$ cat config.mk
export PLATFORM = sky130hd
export DESIGN_NAME = cancellable_timer_queue_unit_flat
export DESIGN_NICKNAME = d
export VERILOG_FILES = /design/src/ctq_pkg.sv /design/src/ctq_cmd_if.sv /design/src/ctq_res_if.sv /design/src/ctq_ram.sv /design/src/ctq_ctrl.sv /design/src/ctq_dpath.sv /design/src/cancellable_timer_queue_unit.sv /design/src/flat_wrapper.sv
export SDC_FILE = /design/constraint.sdc
export NUM_CORES = 2
export LEC_CHECK = 0
export ABC_AREA = 1
export BUFFER_PORTS_ARGS = -buffer_cell sky130_fd_sc_hd__buf_4
export CAP_MARGIN = 20
export CORE_MARGIN = 2
export CORE_UTILIZATION = 31
export CTS_CLUSTER_DIAMETER = 100
export CTS_CLUSTER_SIZE = 14
export DETAILED_ROUTE_END_ITERATION = 8
export PLACE_DENSITY = 0.59
export REMOVE_ABC_BUFFERS = 1
export SLEW_MARGIN = 20
export SYNTH_ARGS = -nofsm -noshare
export SYNTH_HDL_FRONTEND = slang
export SYNTH_SLANG_ARGS = --single-unit
export TNS_END_PERCENT = 20
$ cat constraint.sdc
create_clock -name clk -period 6.6 [get_ports clk]
set_input_delay 0.66 -clock clk [delete_from_list [all_inputs] [get_ports clk]]
set_output_delay 0.66 -clock clk [all_outputs]
set_load 0.01 [all_outputs]
$ cat src/ctq_pkg.sv
// cancellable timer queue: shared types, constants and codes
// used by the interfaces, controller, datapath and top level; no dependencies
`default_nettype none

package ctq_pkg;

  localparam int CAPACITY_DEF  = 16;
  localparam int TIME_BITS_DEF = 32;
  localparam int DELAY_BITS    = 31;
  localparam int ID_BITS       = 32;
  localparam int COUNT_BITS    = 5;
  localparam int MAX_FIRE      = 16;
  localparam int FIRE_BITS     = $clog2(MAX_FIRE + 1);

  typedef enum logic [1:0] {
    OP_ADD        = 2'd0,
    OP_CANCEL     = 2'd1,
    OP_CANCEL_ALL = 2'd2,
    OP_TICK       = 2'd3
  } op_t;

  typedef enum logic [1:0] {
    KIND_ADD        = 2'd0,
    KIND_CANCEL     = 2'd1,
    KIND_CANCEL_ALL = 2'd2,
    KIND_FIRE       = 2'd3
  } kind_t;

  typedef enum logic [2:0] {
    ST_IDLE,
    ST_SCAN,
    ST_DRAIN,
    ST_REPLY,
    ST_FIRE,
    ST_FLUSH
  } state_t;

  typedef struct packed {
    logic in_ready;
    logic load;
    logic scan_start;
    logic rd_en;
    logic push_reply;
    logic fire_take;
    logic flush;
  } ctl_cmd_t;

  typedef struct packed {
    logic in_valid;
    op_t  op;
    logic hit;
    logic pend_valid;
    logic out_free;
  } ctl_stat_t;

endpackage

`default_nettype wire

$ cat src/ctq_cmd_if.sv
// command channel: valid/ready handshake with the command payload
// depends on ctq_pkg for field widths
`default_nettype none

interface ctq_cmd_if;
  logic                           valid;
  logic                           ready;
  logic [1:0]                     command;
  logic [ctq_pkg::DELAY_BITS-1:0] delay_ticks;
  logic [ctq_pkg::ID_BITS-1:0]    cancel_id;

  modport source (output valid, output command, output delay_ticks, output cancel_id,
                  input ready);
  modport sink (input valid, input command, input delay_ticks, input cancel_id,
                output ready);
endinterface

`default_nettype wire

$ cat src/ctq_res_if.sv
// result channel: valid/ready handshake with the result payload
// depends on ctq_pkg for field widths
`default_nettype none

interface ctq_res_if;
  logic                           valid;
  logic                           ready;
  logic [1:0]                     kind;
  logic [ctq_pkg::ID_BITS-1:0]    timer_id;
  logic                           ok;
  logic [ctq_pkg::COUNT_BITS-1:0] count;
  logic                           was_canceled;
  logic                           last;

  modport source (output valid, output kind, output timer_id, output ok, output count,
                  output was_canceled, output last, input ready);
  modport sink (input valid, input kind, input timer_id, input ok, input count,
                input was_canceled, input last, output ready);
endinterface

`default_nettype wire

$ cat src/ctq_ram.sv
// generic single write port, single read port ram with registered read
// no dependencies
`default_nettype none

module ctq_ram #(
  parameter int WIDTH = 8,
  parameter int DEPTH = 16
) (
  input  wire logic                     clk,
  input  wire logic                     we,
  input  wire logic [$clog2(DEPTH)-1:0] waddr,
  input  wire logic [WIDTH-1:0]         wdata,
  input  wire logic                     re,
  input  wire logic [$clog2(DEPTH)-1:0] raddr,
  output logic      [WIDTH-1:0]         rdata
);

  logic [WIDTH-1:0] mem [DEPTH];

  always_ff @(posedge clk) begin
    if (we) begin
      mem[waddr] <= wdata;
    end
    if (re) begin
      rdata <= mem[raddr];
    end
  end

endmodule

`default_nettype wire

$ cat src/ctq_ctrl.sv
// controller: sequences scans over the entry store, fire passes and result pushes
// depends on ctq_pkg
`default_nettype none

module ctq_ctrl #(
  parameter int CAPACITY = ctq_pkg::CAPACITY_DEF
) (
  input  wire logic                        clk,
  input  wire logic                        rst,
  input  wire ctq_pkg::ctl_stat_t          stat,
  output ctq_pkg::ctl_cmd_t                cmd,
  output logic [$clog2(CAPACITY)-1:0]      rd_addr
);
  import ctq_pkg::*;

  localparam int IDX_BITS = $clog2(CAPACITY);

  state_t               state, state_next;
  logic [IDX_BITS-1:0]  scan_idx, scan_idx_next;
  logic [FIRE_BITS-1:0] fire_cnt, fire_cnt_next;

  always_ff @(posedge clk) begin
    if (rst) begin
      state    <= ST_IDLE;
      scan_idx <= '0;
      fire_cnt <= '0;
    end else begin
      state    <= state_next;
      scan_idx <= scan_idx_next;
      fire_cnt <= fire_cnt_next;
    end
  end

  always_comb begin
    cmd           = '0;
    state_next    = state;
    scan_idx_next = scan_idx;
    fire_cnt_next = fire_cnt;
    rd_addr       = scan_idx;
    unique case (state)
      ST_IDLE: begin
        cmd.in_ready = 1'b1;
        if (stat.in_valid) begin
          cmd.load       = 1'b1;
          cmd.scan_start = 1'b1;
          scan_idx_next  = '0;
          fire_cnt_next  = '0;
          state_next     = ST_SCAN;
        end
      end
      ST_SCAN: begin
        cmd.rd_en = 1'b1;
        if (scan_idx == IDX_BITS'(CAPACITY - 1)) begin
          state_next = ST_DRAIN;
        end else begin
          scan_idx_next = scan_idx + 1'b1;
        end
      end
      ST_DRAIN: begin
        state_next = (stat.op == OP_TICK) ? ST_FIRE : ST_REPLY;
      end
      ST_REPLY: begin
        if (stat.out_free) begin
          cmd.push_reply = 1'b1;
          state_next     = ST_IDLE;
        end
      end
      ST_FIRE: begin
        if (stat.hit) begin
          if (!stat.pend_valid || stat.out_free) begin
            cmd.fire_take = 1'b1;
            fire_cnt_next = fire_cnt + 1'b1;
            if (fire_cnt == FIRE_BITS'(MAX_FIRE - 1)) begin
              state_next = ST_FLUSH;
            end else begin
              cmd.scan_start = 1'b1;
              scan_idx_next  = '0;
              state_next     = ST_SCAN;
            end
          end
        end else begin
          state_next = stat.pend_valid ? ST_FLUSH : ST_IDLE;
        end
      end
      ST_FLUSH: begin
        if (stat.out_free) begin
          cmd.flush  = 1'b1;
          state_next = ST_IDLE;
        end
      end
      default: begin
        state_next = ST_IDLE;
      end
    endcase
  end

endmodule

`default_nettype wire

$ cat src/ctq_dpath.sv
// datapath: entry store, tick counter, id counter, scan compare and result register
// depends on ctq_pkg, ctq_ram, ctq_cmd_if and ctq_res_if
`default_nettype none

module ctq_dpath #(
  parameter int CAPACITY  = ctq_pkg::CAPACITY_DEF,
  parameter int TIME_BITS = ctq_pkg::TIME_BITS_DEF
) (
  input  wire logic                        clk,
  input  wire logic                        rst,
  ctq_cmd_if.sink                          cmd_in,
  ctq_res_if.source                        res_out,
  input  wire ctq_pkg::ctl_cmd_t           cmd,
  input  wire logic [$clog2(CAPACITY)-1:0] rd_addr,
  output ctq_pkg::ctl_stat_t               stat
);
  import ctq_pkg::*;

  localparam int IDX_BITS  = $clog2(CAPACITY);
  localparam int WORD_BITS = TIME_BITS + ID_BITS + 1;
  localparam logic [TIME_BITS-1:0]  HALF_M1   = {1'b0, {(TIME_BITS - 1){1'b1}}};
  localparam logic [COUNT_BITS-1:0] COUNT_MAX = '1;

  // latched command
  op_t                   op;
  logic [DELAY_BITS-1:0] delay_q;
  logic [ID_BITS-1:0]    cid;

  logic [TIME_BITS-1:0]  tick_now;
  logic [ID_BITS-1:0]    next_ident;
  logic [CAPACITY-1:0]   valid;

  // scan stage
  logic                  proc_act;
  logic [IDX_BITS-1:0]   proc_idx;
  logic                  hit;
  logic [IDX_BITS-1:0]   best_idx;
  logic                  best_canc;
  logic [TIME_BITS-1:0]  best_over;
  logic [ID_BITS-1:0]    best_id;
  logic [COUNT_BITS-1:0] held;

  // fire waiting to learn whether it is the last
  logic                  pend_valid;
  logic [ID_BITS-1:0]    pend_id;
  logic                  pend_canc;

  // result register
  logic                  out_valid;
  kind_t                 out_kind;
  logic [ID_BITS-1:0]    out_id;
  logic                  out_ok;
  logic [COUNT_BITS-1:0] out_count;
  logic                  out_canc;
  logic                  out_last;

  logic                  we;
  logic [WORD_BITS-1:0]  wdata;
  logic [WORD_BITS-1:0]  rdata;
  logic                  rd_canc;
  logic [ID_BITS-1:0]    rd_id;
  logic [TIME_BITS-1:0]  rd_dl;
  logic [TIME_BITS-1:0]  delay_sat;
  logic [TIME_BITS-1:0]  overdue;
  logic [ID_BITS-1:0]    nid_inc;
  logic [ID_BITS-1:0]    new_id;
  logic                  ent_valid;
  logic                  due;
  logic                  ahead;
  logic                  wr_add;
  logic                  wr_can;
  logic                  wr_all;
  logic                  cand;
  logic                  out_free;
  logic                  push_fire;

  ctq_ram #(
    .WIDTH (WORD_BITS),
    .DEPTH (CAPACITY)
  ) u_store (
    .clk   (clk),
    .we    (we),
    .waddr (proc_idx),
    .wdata (wdata),
    .re    (cmd.rd_en),
    .raddr (rd_addr),
    .rdata (rdata)
  );

  generate
    if (TIME_BITS > DELAY_BITS) begin : g_wide_time
      assign delay_sat = TIME_BITS'(delay_q);
    end else begin : g_narrow_time
      assign delay_sat = (delay_q > DELAY_BITS'(HALF_M1)) ? HALF_M1
                                                           : delay_q[TIME_BITS-1:0];
    end
  endgenerate

  assign rd_canc   = rdata[WORD_BITS-1];
  assign rd_id     = rdata[TIME_BITS +: ID_BITS];
  assign rd_dl     = rdata[TIME_BITS-1:0];
  assign ent_valid = valid[proc_idx];
  assign overdue   = tick_now - rd_dl;
  assign due       = rd_canc || !overdue[TIME_BITS-1];
  assign nid_inc   = next_ident + 1'b1;
  assign new_id    = (nid_inc == '0) ? ID_BITS'(1) : nid_inc;

  always_comb begin
    if (rd_canc != best_canc) begin
      ahead = rd_canc;
    end else if (!rd_canc && overdue != best_over) begin
      ahead = overdue > best_over;
    end else begin
      ahead = rd_id < best_id;
    end
  end

  assign wr_add = proc_act && op == OP_ADD && !ent_valid && !hit;
  assign wr_can = proc_act && op == OP_CANCEL && ent_valid && !rd_canc && rd_id == cid && !hit;
  assign wr_all = proc_act && op == OP_CANCEL_ALL && ent_valid;
  assign cand   = proc_act && op == OP_TICK && ent_valid && due && (!hit || ahead);
  assign we     = wr_add || wr_can || wr_all;
  assign wdata  = wr_add ? {1'b0, new_id, tick_now + delay_sat} : {1'b1, rd_id, tick_now};

  assign out_free  = !out_valid || res_out.ready;
  assign push_fire = cmd.fire_take && pend_valid;

  always_ff @(posedge clk) begin
    if (rst) begin
      op         <= OP_ADD;
      tick_now   <= '0;
      next_ident <= '0;
      valid      <= '0;
      proc_act   <= 1'b0;
      hit        <= 1'b0;
      pend_valid <= 1'b0;
      out_valid  <= 1'b0;
    end else begin
      proc_act <= cmd.rd_en;
      if (cmd.load) begin
        op <= op_t'(cmd_in.command);
        if (op_t'(cmd_in.command) == OP_TICK) begin
          tick_now <= tick_now + 1'b1;
        end
      end
      if (wr_add) begin
        next_ident      <= new_id;
        valid[proc_idx] <= 1'b1;
      end
      if (cmd.fire_take) begin
        valid[best_idx] <= 1'b0;
      end
      if (cmd.scan_start) begin
        hit <= 1'b0;
      end else if (wr_add || wr_can || cand) begin
        hit <= 1'b1;
      end
      if (cmd.fire_take) begin
        pend_valid <= 1'b1;
      end else if (cmd.flush) begin
        pend_valid <= 1'b0;
      end
      if (cmd.push_reply || cmd.flush || push_fire) begin
        out_valid <= 1'b1;
      end else if (res_out.ready) begin
        out_valid <= 1'b0;
      end
    end
  end

  always_ff @(posedge clk) begin
    proc_idx <= rd_addr;
    if (cmd.load) begin
      delay_q <= cmd_in.delay_ticks;
      cid     <= cmd_in.cancel_id;
    end
    if (cmd.scan_start) begin
      held <= '0;
    end else if (wr_all && held != COUNT_MAX) begin
      held <= held + 1'b1;
    end
    if (cand) begin
      best_idx  <= proc_idx;
      best_canc <= rd_canc;
      best_over <= overdue;
      best_id   <= rd_id;
    end
    if (cmd.fire_take) begin
      pend_id   <= best_id;
      pend_canc <= best_canc;
    end
    if (cmd.push_reply) begin
      out_canc <= 1'b0;
      out_last <= 1'b1;
      unique case (op)
        OP_ADD: begin
          out_kind  <= KIND_ADD;
          out_id    <= hit ? next_ident : '0;
          out_ok    <= hit;
          out_count <= '0;
        end
        OP_CANCEL: begin
          out_kind  <= KIND_CANCEL;
          out_id    <= cid;
          out_ok    <= hit;
          out_count <= '0;
        end
        OP_CANCEL_ALL: begin
          out_kind  <= KIND_CANCEL_ALL;
          out_id    <= '0;
          out_ok    <= 1'b0;
          out_count <= held;
        end
        OP_TICK: begin
          out_kind  <= KIND_FIRE;
          out_id    <= '0;
          out_ok    <= 1'b0;
          out_count <= '0;
        end
      endcase
    end else if (cmd.flush || push_fire) begin
      out_kind  <= KIND_FIRE;
      out_id    <= pend_id;
      out_ok    <= 1'b0;
      out_count <= '0;
      out_canc  <= pend_canc;
      out_last  <= cmd.flush;
    end
  end

  assign cmd_in.ready         = cmd.in_ready;
  assign res_out.valid        = out_valid;
  assign res_out.kind         = out_kind;
  assign res_out.timer_id     = out_id;
  assign res_out.ok           = out_ok;
  assign res_out.count        = out_count;
  assign res_out.was_canceled = out_canc;
  assign res_out.last         = out_last;

  assign stat.in_valid   = cmd_in.valid;
  assign stat.op         = op;
  assign stat.hit        = hit;
  assign stat.pend_valid = pend_valid;
  assign stat.out_free   = out_free;

endmodule

`default_nettype wire

$ cat src/cancellable_timer_queue_unit.sv
// Timer queue with cancel: holds up to CAPACITY timers against an internal tick count.
// An add, cancel or cancel-all beat gets its reply after one pass over the entry ram at one
// entry per cycle plus the registered read, and once the result register is free.
// A tick beat takes one such pass per fired timer plus a final pass that finds nothing due,
// left out once the limit of 16 fires per tick is reached; a tick with nothing due
// gives no result. One command is worked at a time; the next is taken once the previous
// one's results are all in or through the result register. Deadlines wrap modulo
// 2^TIME_BITS and a timer is due once it is less than half the time range overdue.
// top level; depends on ctq_pkg, ctq_cmd_if, ctq_res_if, ctq_ctrl, ctq_dpath, ctq_ram
`default_nettype none

module cancellable_timer_queue_unit #(
  parameter int CAPACITY  = ctq_pkg::CAPACITY_DEF,
  parameter int TIME_BITS = ctq_pkg::TIME_BITS_DEF
) (
  input  wire logic clk,
  input  wire logic rst,
  ctq_cmd_if.sink   cmd_in,
  ctq_res_if.source res_out
);
  import ctq_pkg::*;

  ctl_cmd_t                    ctl_cmd;
  ctl_stat_t                   ctl_stat;
  logic [$clog2(CAPACITY)-1:0] rd_addr;

  ctq_ctrl #(
    .CAPACITY (CAPACITY)
  ) u_ctrl (
    .clk     (clk),
    .rst     (rst),
    .stat    (ctl_stat),
    .cmd     (ctl_cmd),
    .rd_addr (rd_addr)
  );

  ctq_dpath #(
    .CAPACITY  (CAPACITY),
    .TIME_BITS (TIME_BITS)
  ) u_dpath (
    .clk     (clk),
    .rst     (rst),
    .cmd_in  (cmd_in),
    .res_out (res_out),
    .cmd     (ctl_cmd),
    .rd_addr (rd_addr),
    .stat    (ctl_stat)
  );

`ifndef SYNTHESIS
  a_push_into_free: assert property (@(posedge clk) disable iff (rst)
    ctl_cmd.push_reply |-> ctl_stat.out_free)
    else $error("reply pushed into an occupied result register");

  a_one_at_a_time: assert property (@(posedge clk) disable iff (rst)
    (cmd_in.valid && cmd_in.ready) |=> !cmd_in.ready)
    else $error("command taken while another is in progress");

  a_fire_has_winner: assert property (@(posedge clk) disable iff (rst)
    ctl_cmd.fire_take |-> ctl_stat.hit)
    else $error("fire taken without a due entry");

  a_flush_has_pending: assert property (@(posedge clk) disable iff (rst)
    ctl_cmd.flush |-> ctl_stat.pend_valid)
    else $error("final fire pushed with nothing pending");
`endif

endmodule

`default_nettype wire
$ cat src/flat_wrapper.sv
// flat-port wrapper written by rule: the top's interface ports become plain ports
module cancellable_timer_queue_unit_flat import ctq_pkg::*;
#(
  parameter int CAPACITY  = ctq_pkg::CAPACITY_DEF,
  parameter int TIME_BITS = ctq_pkg::TIME_BITS_DEF
)
  (clk, rst, cmd_in_valid, cmd_in_command, cmd_in_delay_ticks, cmd_in_cancel_id, cmd_in_ready, res_out_valid, res_out_kind, res_out_timer_id, res_out_ok, res_out_count, res_out_was_canceled, res_out_last, res_out_ready);
  ctq_cmd_if cmd_in_i ();
  ctq_res_if res_out_i ();
  input  wire logic clk;
  input  wire logic rst;
  input wire logic [$bits(cmd_in_i.valid)-1:0] cmd_in_valid;
  input wire logic [$bits(cmd_in_i.command)-1:0] cmd_in_command;
  input wire logic [$bits(cmd_in_i.delay_ticks)-1:0] cmd_in_delay_ticks;
  input wire logic [$bits(cmd_in_i.cancel_id)-1:0] cmd_in_cancel_id;
  output wire logic [$bits(cmd_in_i.ready)-1:0] cmd_in_ready;
  output wire logic [$bits(res_out_i.valid)-1:0] res_out_valid;
  output wire logic [$bits(res_out_i.kind)-1:0] res_out_kind;
  output wire logic [$bits(res_out_i.timer_id)-1:0] res_out_timer_id;
  output wire logic [$bits(res_out_i.ok)-1:0] res_out_ok;
  output wire logic [$bits(res_out_i.count)-1:0] res_out_count;
  output wire logic [$bits(res_out_i.was_canceled)-1:0] res_out_was_canceled;
  output wire logic [$bits(res_out_i.last)-1:0] res_out_last;
  input wire logic [$bits(res_out_i.ready)-1:0] res_out_ready;
  assign cmd_in_i.valid = cmd_in_valid;
  assign cmd_in_i.command = cmd_in_command;
  assign cmd_in_i.delay_ticks = cmd_in_delay_ticks;
  assign cmd_in_i.cancel_id = cmd_in_cancel_id;
  assign cmd_in_ready = cmd_in_i.ready;
  assign res_out_valid = res_out_i.valid;
  assign res_out_kind = res_out_i.kind;
  assign res_out_timer_id = res_out_i.timer_id;
  assign res_out_ok = res_out_i.ok;
  assign res_out_count = res_out_i.count;
  assign res_out_was_canceled = res_out_i.was_canceled;
  assign res_out_last = res_out_i.last;
  assign res_out_i.ready = res_out_ready;
  cancellable_timer_queue_unit #(.CAPACITY(CAPACITY), .TIME_BITS(TIME_BITS)) u_core (.clk(clk), .rst(rst), .cmd_in(cmd_in_i), .res_out(res_out_i));
endmodule
==> Implementation_results.wiki <==
{| class="wikitable"
! Metric !! Value
|-
| Syn. warnings || 0
|-
| Total gr overflow || 0
|-
| Violation count after the first detailed-routing iteration || between 3,000 and 4,000
|-
| Via count of the routed design || slightly above 40,000
|-
| Category of the worst setup path capture point || flop
|-
| Final setup violating endpoints || 0
|-
| Routability congestion estimate || 0.925
|-
| Finished Core Util || roughly a third
|-
| H-tree depth || 3
|-
| Pleak || between 0.02 and 0.025 µW
|-
| Crit Path Max Fanout || 36
|-
| CTS sink cnt || 1,419
|-
| Drt wl/cell || 21.3 µm
|-
| Critical path's most frequent cell || sky130_fd_sc_hd__nand2_1
|-
| Unrepaired setup endpoints after global routing || false
|-
| Reg area || 41,500 µm²
|-
| Max-Slew Margin vs Limit || between 20% and 30%
|-
| Number of fill cells || between 15,000 and 20,000
|-
| Outcome || finished, final reports clean
|-
| Initial core utilization || between 30 and 40%
|-
| Dominant cells by area after synthesis || sky130_fd_sc_hd__edfxtp_1, sky130_fd_sc_hd__nand2_1, sky130_fd_sc_hd__mux2i_1
|-
| Critical path depth in cells || 22
|-
| Mean instance size in the synthesized netlist || 11.9 µm²
|-
| Worst-path clk slew || around 70 ps
|-
| Number of rows created at floorplan || 164
|-
| Final sum of negative setup slack || 0 ps
|-
| Gr usage total || 16.4%
|-
| Pwr per Cell Area || approximately 330 nW/µm²
|-
| Cell-by-cell listing of the critical path || inv_1 -> ha_1 -> inv_1 -> fa_1 -> nand3_1 -> nand2_1 -> a21oi_1 -> o21ai_0 -> a21boi_0 -> o211ai_1 -> xor2_1 -> ha_1 -> nand2_1 -> nor2_1 -> nand4_1 -> or3_1 -> o21ai_0 -> nand2_1 -> a21oi_1 -> nor2_1 -> nor2_4 -> buf_4
|-
| CTS Root Cell || sky130_fd_sc_hd__clkbuf_16
|-
| Die ar. || 205,000 µm²
|-
| Commonest non-fill, non-tap cell in the layout || sky130_fd_sc_hd__edfxtp_1
|-
| Arrival time at the worst endpoint || about 5500 ps
|-
| DRC violation count after routing || 0
|-
| Setup fix buffers added after clock tree synthesis || 0
|-
| Syn Std Cell Area || 62,300 µm²
|-
| Count of TritonRoute iterations in the first routing pass || 6
|-
| Start point of the worst hold path || cmd_in_cancel_id[26]
|-
| Num ports || 113
|-
| Max Clock Freq || ~200 MHz
|-
| Path class of the lowest-slack min-delay path || in -> reg
|-
| Worst-case vdd ir drop || 239 µV
|-
| Post-synth ARST share || 0%
|-
| DRT antenna net count || 0
|-
| Number of failing hold endpoints at the final stage || 0
|-
| Largest area contributor in the netlist || sky130_fd_sc_hd__edfxtp_1
|-
| Post-synthesis instance total || about 5,300
|-
| Post-route standard cell area excluding fillers || 69,700 µm²
|-
| Clock tree from TritonCTS || done
|-
| Wire length reported by the detailed router || about 170,000 µm
|-
| Post-detail-place hpwl || around 110,000 µm
|-
| DIE WIDTH || about 450 µm
|-
| Total buffers and inverters traversed by the critical path || 3
|-
| First element of the critical path || u_core.u_dpath.tick_now[0]
|-
| Hold-fix buffers at CTS || 0
|-
| Clock Skews || approximately 32 ps
|-
| Family of cells with the greatest summed delay on the critical path || compound AO/OA/AOI/OAI gates
|-
| Via count of the first global-routing pass || just under 40,000
|-
| Number of enable flip-flop cells after synthesis || about 1,300
|-
| Placement-stage cell area || roughly 66,000 µm²
|-
| Longest individual stage delay on the worst path || 540 ps
|-
| Slew Viols, Final || 0
|-
| Primary FF master, synth || sky130_fd_sc_hd__edfxtp_1
|-
| Number of max-capacitance violations reported || 0
|-
| Maximum clock insertion buffer count || 3
|-
| Number of flip-flops and latches in the synthesized netlist || between 1,000 and 1,500
|-
| Core area || 200,000 µm²
|-
| Skew-Pair Late Insertion Delay || 760 ps
|-
| Synth unique cells || 52
|-
| WP data required || ~7000 ps
|-
| Die H || approximately 450 µm
|-
| Final critical delay including setup and external delays || 5130 ps
|-
| CP Class || reg -> reg
|-
| Crit Reg-Reg Startpoint || u_core.u_dpath.tick_now[0]
|-
| Global-route wire length before repair || between 200,000 and 300,000 µm
|-
| Area occupied by multi-input gates || 17,600 µm²
|-
| Quantity of I/O buffers inserted on ports || ~110
|-
| Top library cells by usage in the layout, fill and taps aside || sky130_fd_sc_hd__edfxtp_1, sky130_fd_sc_hd__nand2_1, sky130_fd_sc_hd__inv_1
|-
| Number of stages on the worst hold path || 1
|-
| Slowest CP cell || sky130_fd_sc_hd__a21boi_0
|-
| Largest net degree at the start of global routing || ~190
|-
| Antenna violations before repair || 7
|-
| Share of final-layout standard cells stronger than drive strength 1 || under 10%
|-
| Sort of element at the start of the critical path || flop
|-
| Depth of the worst register-to-register path || 22
|-
| Final period util || between 70 and 80%
|-
| Slew at the pin with the worst max-slew slack || between 1000 and 1500 ps
|-
| Proportion of netlist area held by the largest area contributor || 63.1%
|-
| CTS buffer count || around 110
|-
| CTS-repair resized insts || 0
|-
| Final nets || approximately 5,600
|-
| Synthesis-to-layout area growth || 11.9%
|-
| Sequential cell area fraction in the yosys report || between 60% and 70%
|-
| Avg Vias per Cell || around 5
|}
[flip-flops by register name, summed over array words and instances (netlist names), 4 cells and up]
name / flops
u_core.u_dpath.best_idx: 4
u_core.u_dpath.res_out.count: 5
u_core.u_dpath.cid: 32
u_core.u_dpath.best_over: 32
u_core.u_dpath.held: 5
u_core.u_dpath.u_store.mem: 1040
u_core.u_dpath.proc_idx: 4
u_core.u_ctrl.rd_addr: 4
u_core.u_dpath.delay_q: 31
u_core.u_dpath.valid: 16
u_core.u_dpath.best_id: 32
u_core.u_dpath.u_store.rdata: 65
u_core.u_ctrl.fire_cnt: 5
u_core.u_dpath.next_ident: 32
u_core.u_dpath.pend_id: 32
u_core.u_dpath.tick_now: 32
u_core.u_dpath.res_out.timer_id: 32
[worst paths after layout]
check                               end  slack, ps
min              u_core.u_dpath.cid[26]         80
max          u_core.u_dpath.best_id[15]       1470
max reg2reg  u_core.u_dpath.best_id[15]       1470
min reg2reg   u_core.u_dpath.pend_id[4]        450
[worst reg2reg max path, cell delays in order, from the launching register on]
cell                       delay, ps
sky130_fd_sc_hd__dfxtp_1         340
sky130_fd_sc_hd__inv_1           110
sky130_fd_sc_hd__ha_1            160
sky130_fd_sc_hd__inv_1            60
sky130_fd_sc_hd__fa_1            400
sky130_fd_sc_hd__nand3_1         100
sky130_fd_sc_hd__nand2_1          90
sky130_fd_sc_hd__a21oi_1         200
sky130_fd_sc_hd__o21ai_0         160
sky130_fd_sc_hd__a21boi_0        540
sky130_fd_sc_hd__o211ai_1        210
sky130_fd_sc_hd__xor2_1          200
sky130_fd_sc_hd__ha_1            290
sky130_fd_sc_hd__nand2_1          60
sky130_fd_sc_hd__nor2_1          230
sky130_fd_sc_hd__nand4_1         100
sky130_fd_sc_hd__or3_1           370
sky130_fd_sc_hd__o21ai_0         160
sky130_fd_sc_hd__nand2_1          80
sky130_fd_sc_hd__a21oi_1         140
sky130_fd_sc_hd__nor2_1           90
sky130_fd_sc_hd__nor2_4           90
sky130_fd_sc_hd__buf_4           480
[layout make-up]
type,count,area share [%]
antenna,1,0.00359
clock buffer,203,4.51
clock inverter,7,0.206
inverter,593,3.27
multi-input combinational,3009,25.2
sequential,1419,59.6
tap,2656,4.77
timing repair buffer,213,2.44
[cell families after synthesis]
logic type / after synthesis / synth area share [%]
fa+ha+maj: 134 / 2.71
simple gates: 1255 / 8.47
xor+xnor: 68 / 0.956
buf+inv: 829 / 5.23
mux: 260 / 4.18
compound gates: 1292 / 11.8
flops: 1419 / 66.6
[metal layers]
layer | share of wire (%) | global-route usage (%)
met1 | 43 | 21.4
met2 | 50 | 28.8
met3 | 4.4 | 1.36
met4 | 2.9 | 5.39
met5 | 0 | 0
[cell usage after synthesis (3+ instances only)]
master,count
sky130_fd_sc_hd__a211oi_1,4
sky130_fd_sc_hd__a21boi_0,3
sky130_fd_sc_hd__a21o_1,10
sky130_fd_sc_hd__a21oi_1,443
sky130_fd_sc_hd__a22oi_1,6
sky130_fd_sc_hd__a31oi_1,24
sky130_fd_sc_hd__buf_1,11
sky130_fd_sc_hd__buf_2,57
sky130_fd_sc_hd__buf_4,15
sky130_fd_sc_hd__buf_6,3
sky130_fd_sc_hd__clkbuf_1,150
sky130_fd_sc_hd__clkinv_1,4
sky130_fd_sc_hd__dfxtp_1,109
sky130_fd_sc_hd__edfxtp_1,1310
sky130_fd_sc_hd__ha_1,132
sky130_fd_sc_hd__inv_1,583
sky130_fd_sc_hd__inv_2,6
sky130_fd_sc_hd__mux2i_1,260
sky130_fd_sc_hd__nand2_1,708
sky130_fd_sc_hd__nand2_2,4
sky130_fd_sc_hd__nand3_1,127
sky130_fd_sc_hd__nand3_2,3
sky130_fd_sc_hd__nand3b_1,19
sky130_fd_sc_hd__nand4_1,41
sky130_fd_sc_hd__nor2_1,260
sky130_fd_sc_hd__nor2_2,8
sky130_fd_sc_hd__nor2_4,7
sky130_fd_sc_hd__nor3_1,58
sky130_fd_sc_hd__nor3b_1,3
sky130_fd_sc_hd__nor4_1,4
sky130_fd_sc_hd__o2111ai_1,3
sky130_fd_sc_hd__o211a_1,5
sky130_fd_sc_hd__o211ai_1,267
sky130_fd_sc_hd__o21a_1,6
sky130_fd_sc_hd__o21ai_0,485
sky130_fd_sc_hd__o21ai_1,3
sky130_fd_sc_hd__o21bai_1,4
sky130_fd_sc_hd__o22ai_1,9
sky130_fd_sc_hd__o32ai_1,15
sky130_fd_sc_hd__or2_2,5
sky130_fd_sc_hd__xnor2_1,42
sky130_fd_sc_hd__xor2_1,26
[through the flow]
| step | power [µW] | cells | hold WS (ps) | setup WS, ps |
|---|---|---|---|---|
| 3_3_place_gp | 16800 | 7889 | 433 | 1340 |
| 2_1_floorplan | 15200 | 5021 | 426 | -12060 |
| 3_5_place_dp | 16800 | 7890 | 432 | 1410 |
| 4_1_cts | 23200 | 8100 | 30.3 | 1390 |
| 6_report | 23000 | 8101 | 81.1 | 1470 |
| 5_1_grt | 24100 | 8101 | 66.5 | 955 |
[power breakdown]
| group | internal [µW] | total [µW] | switching, µW |
|---|---|---|---|
| combinational | 1570 | 5220 | 3650 |
| clock | 3230 | 6420 | 3190 |
| sequential | 11000 | 11400 | 400 |
No activity file was read; power rests on OpenSTA's default activity.
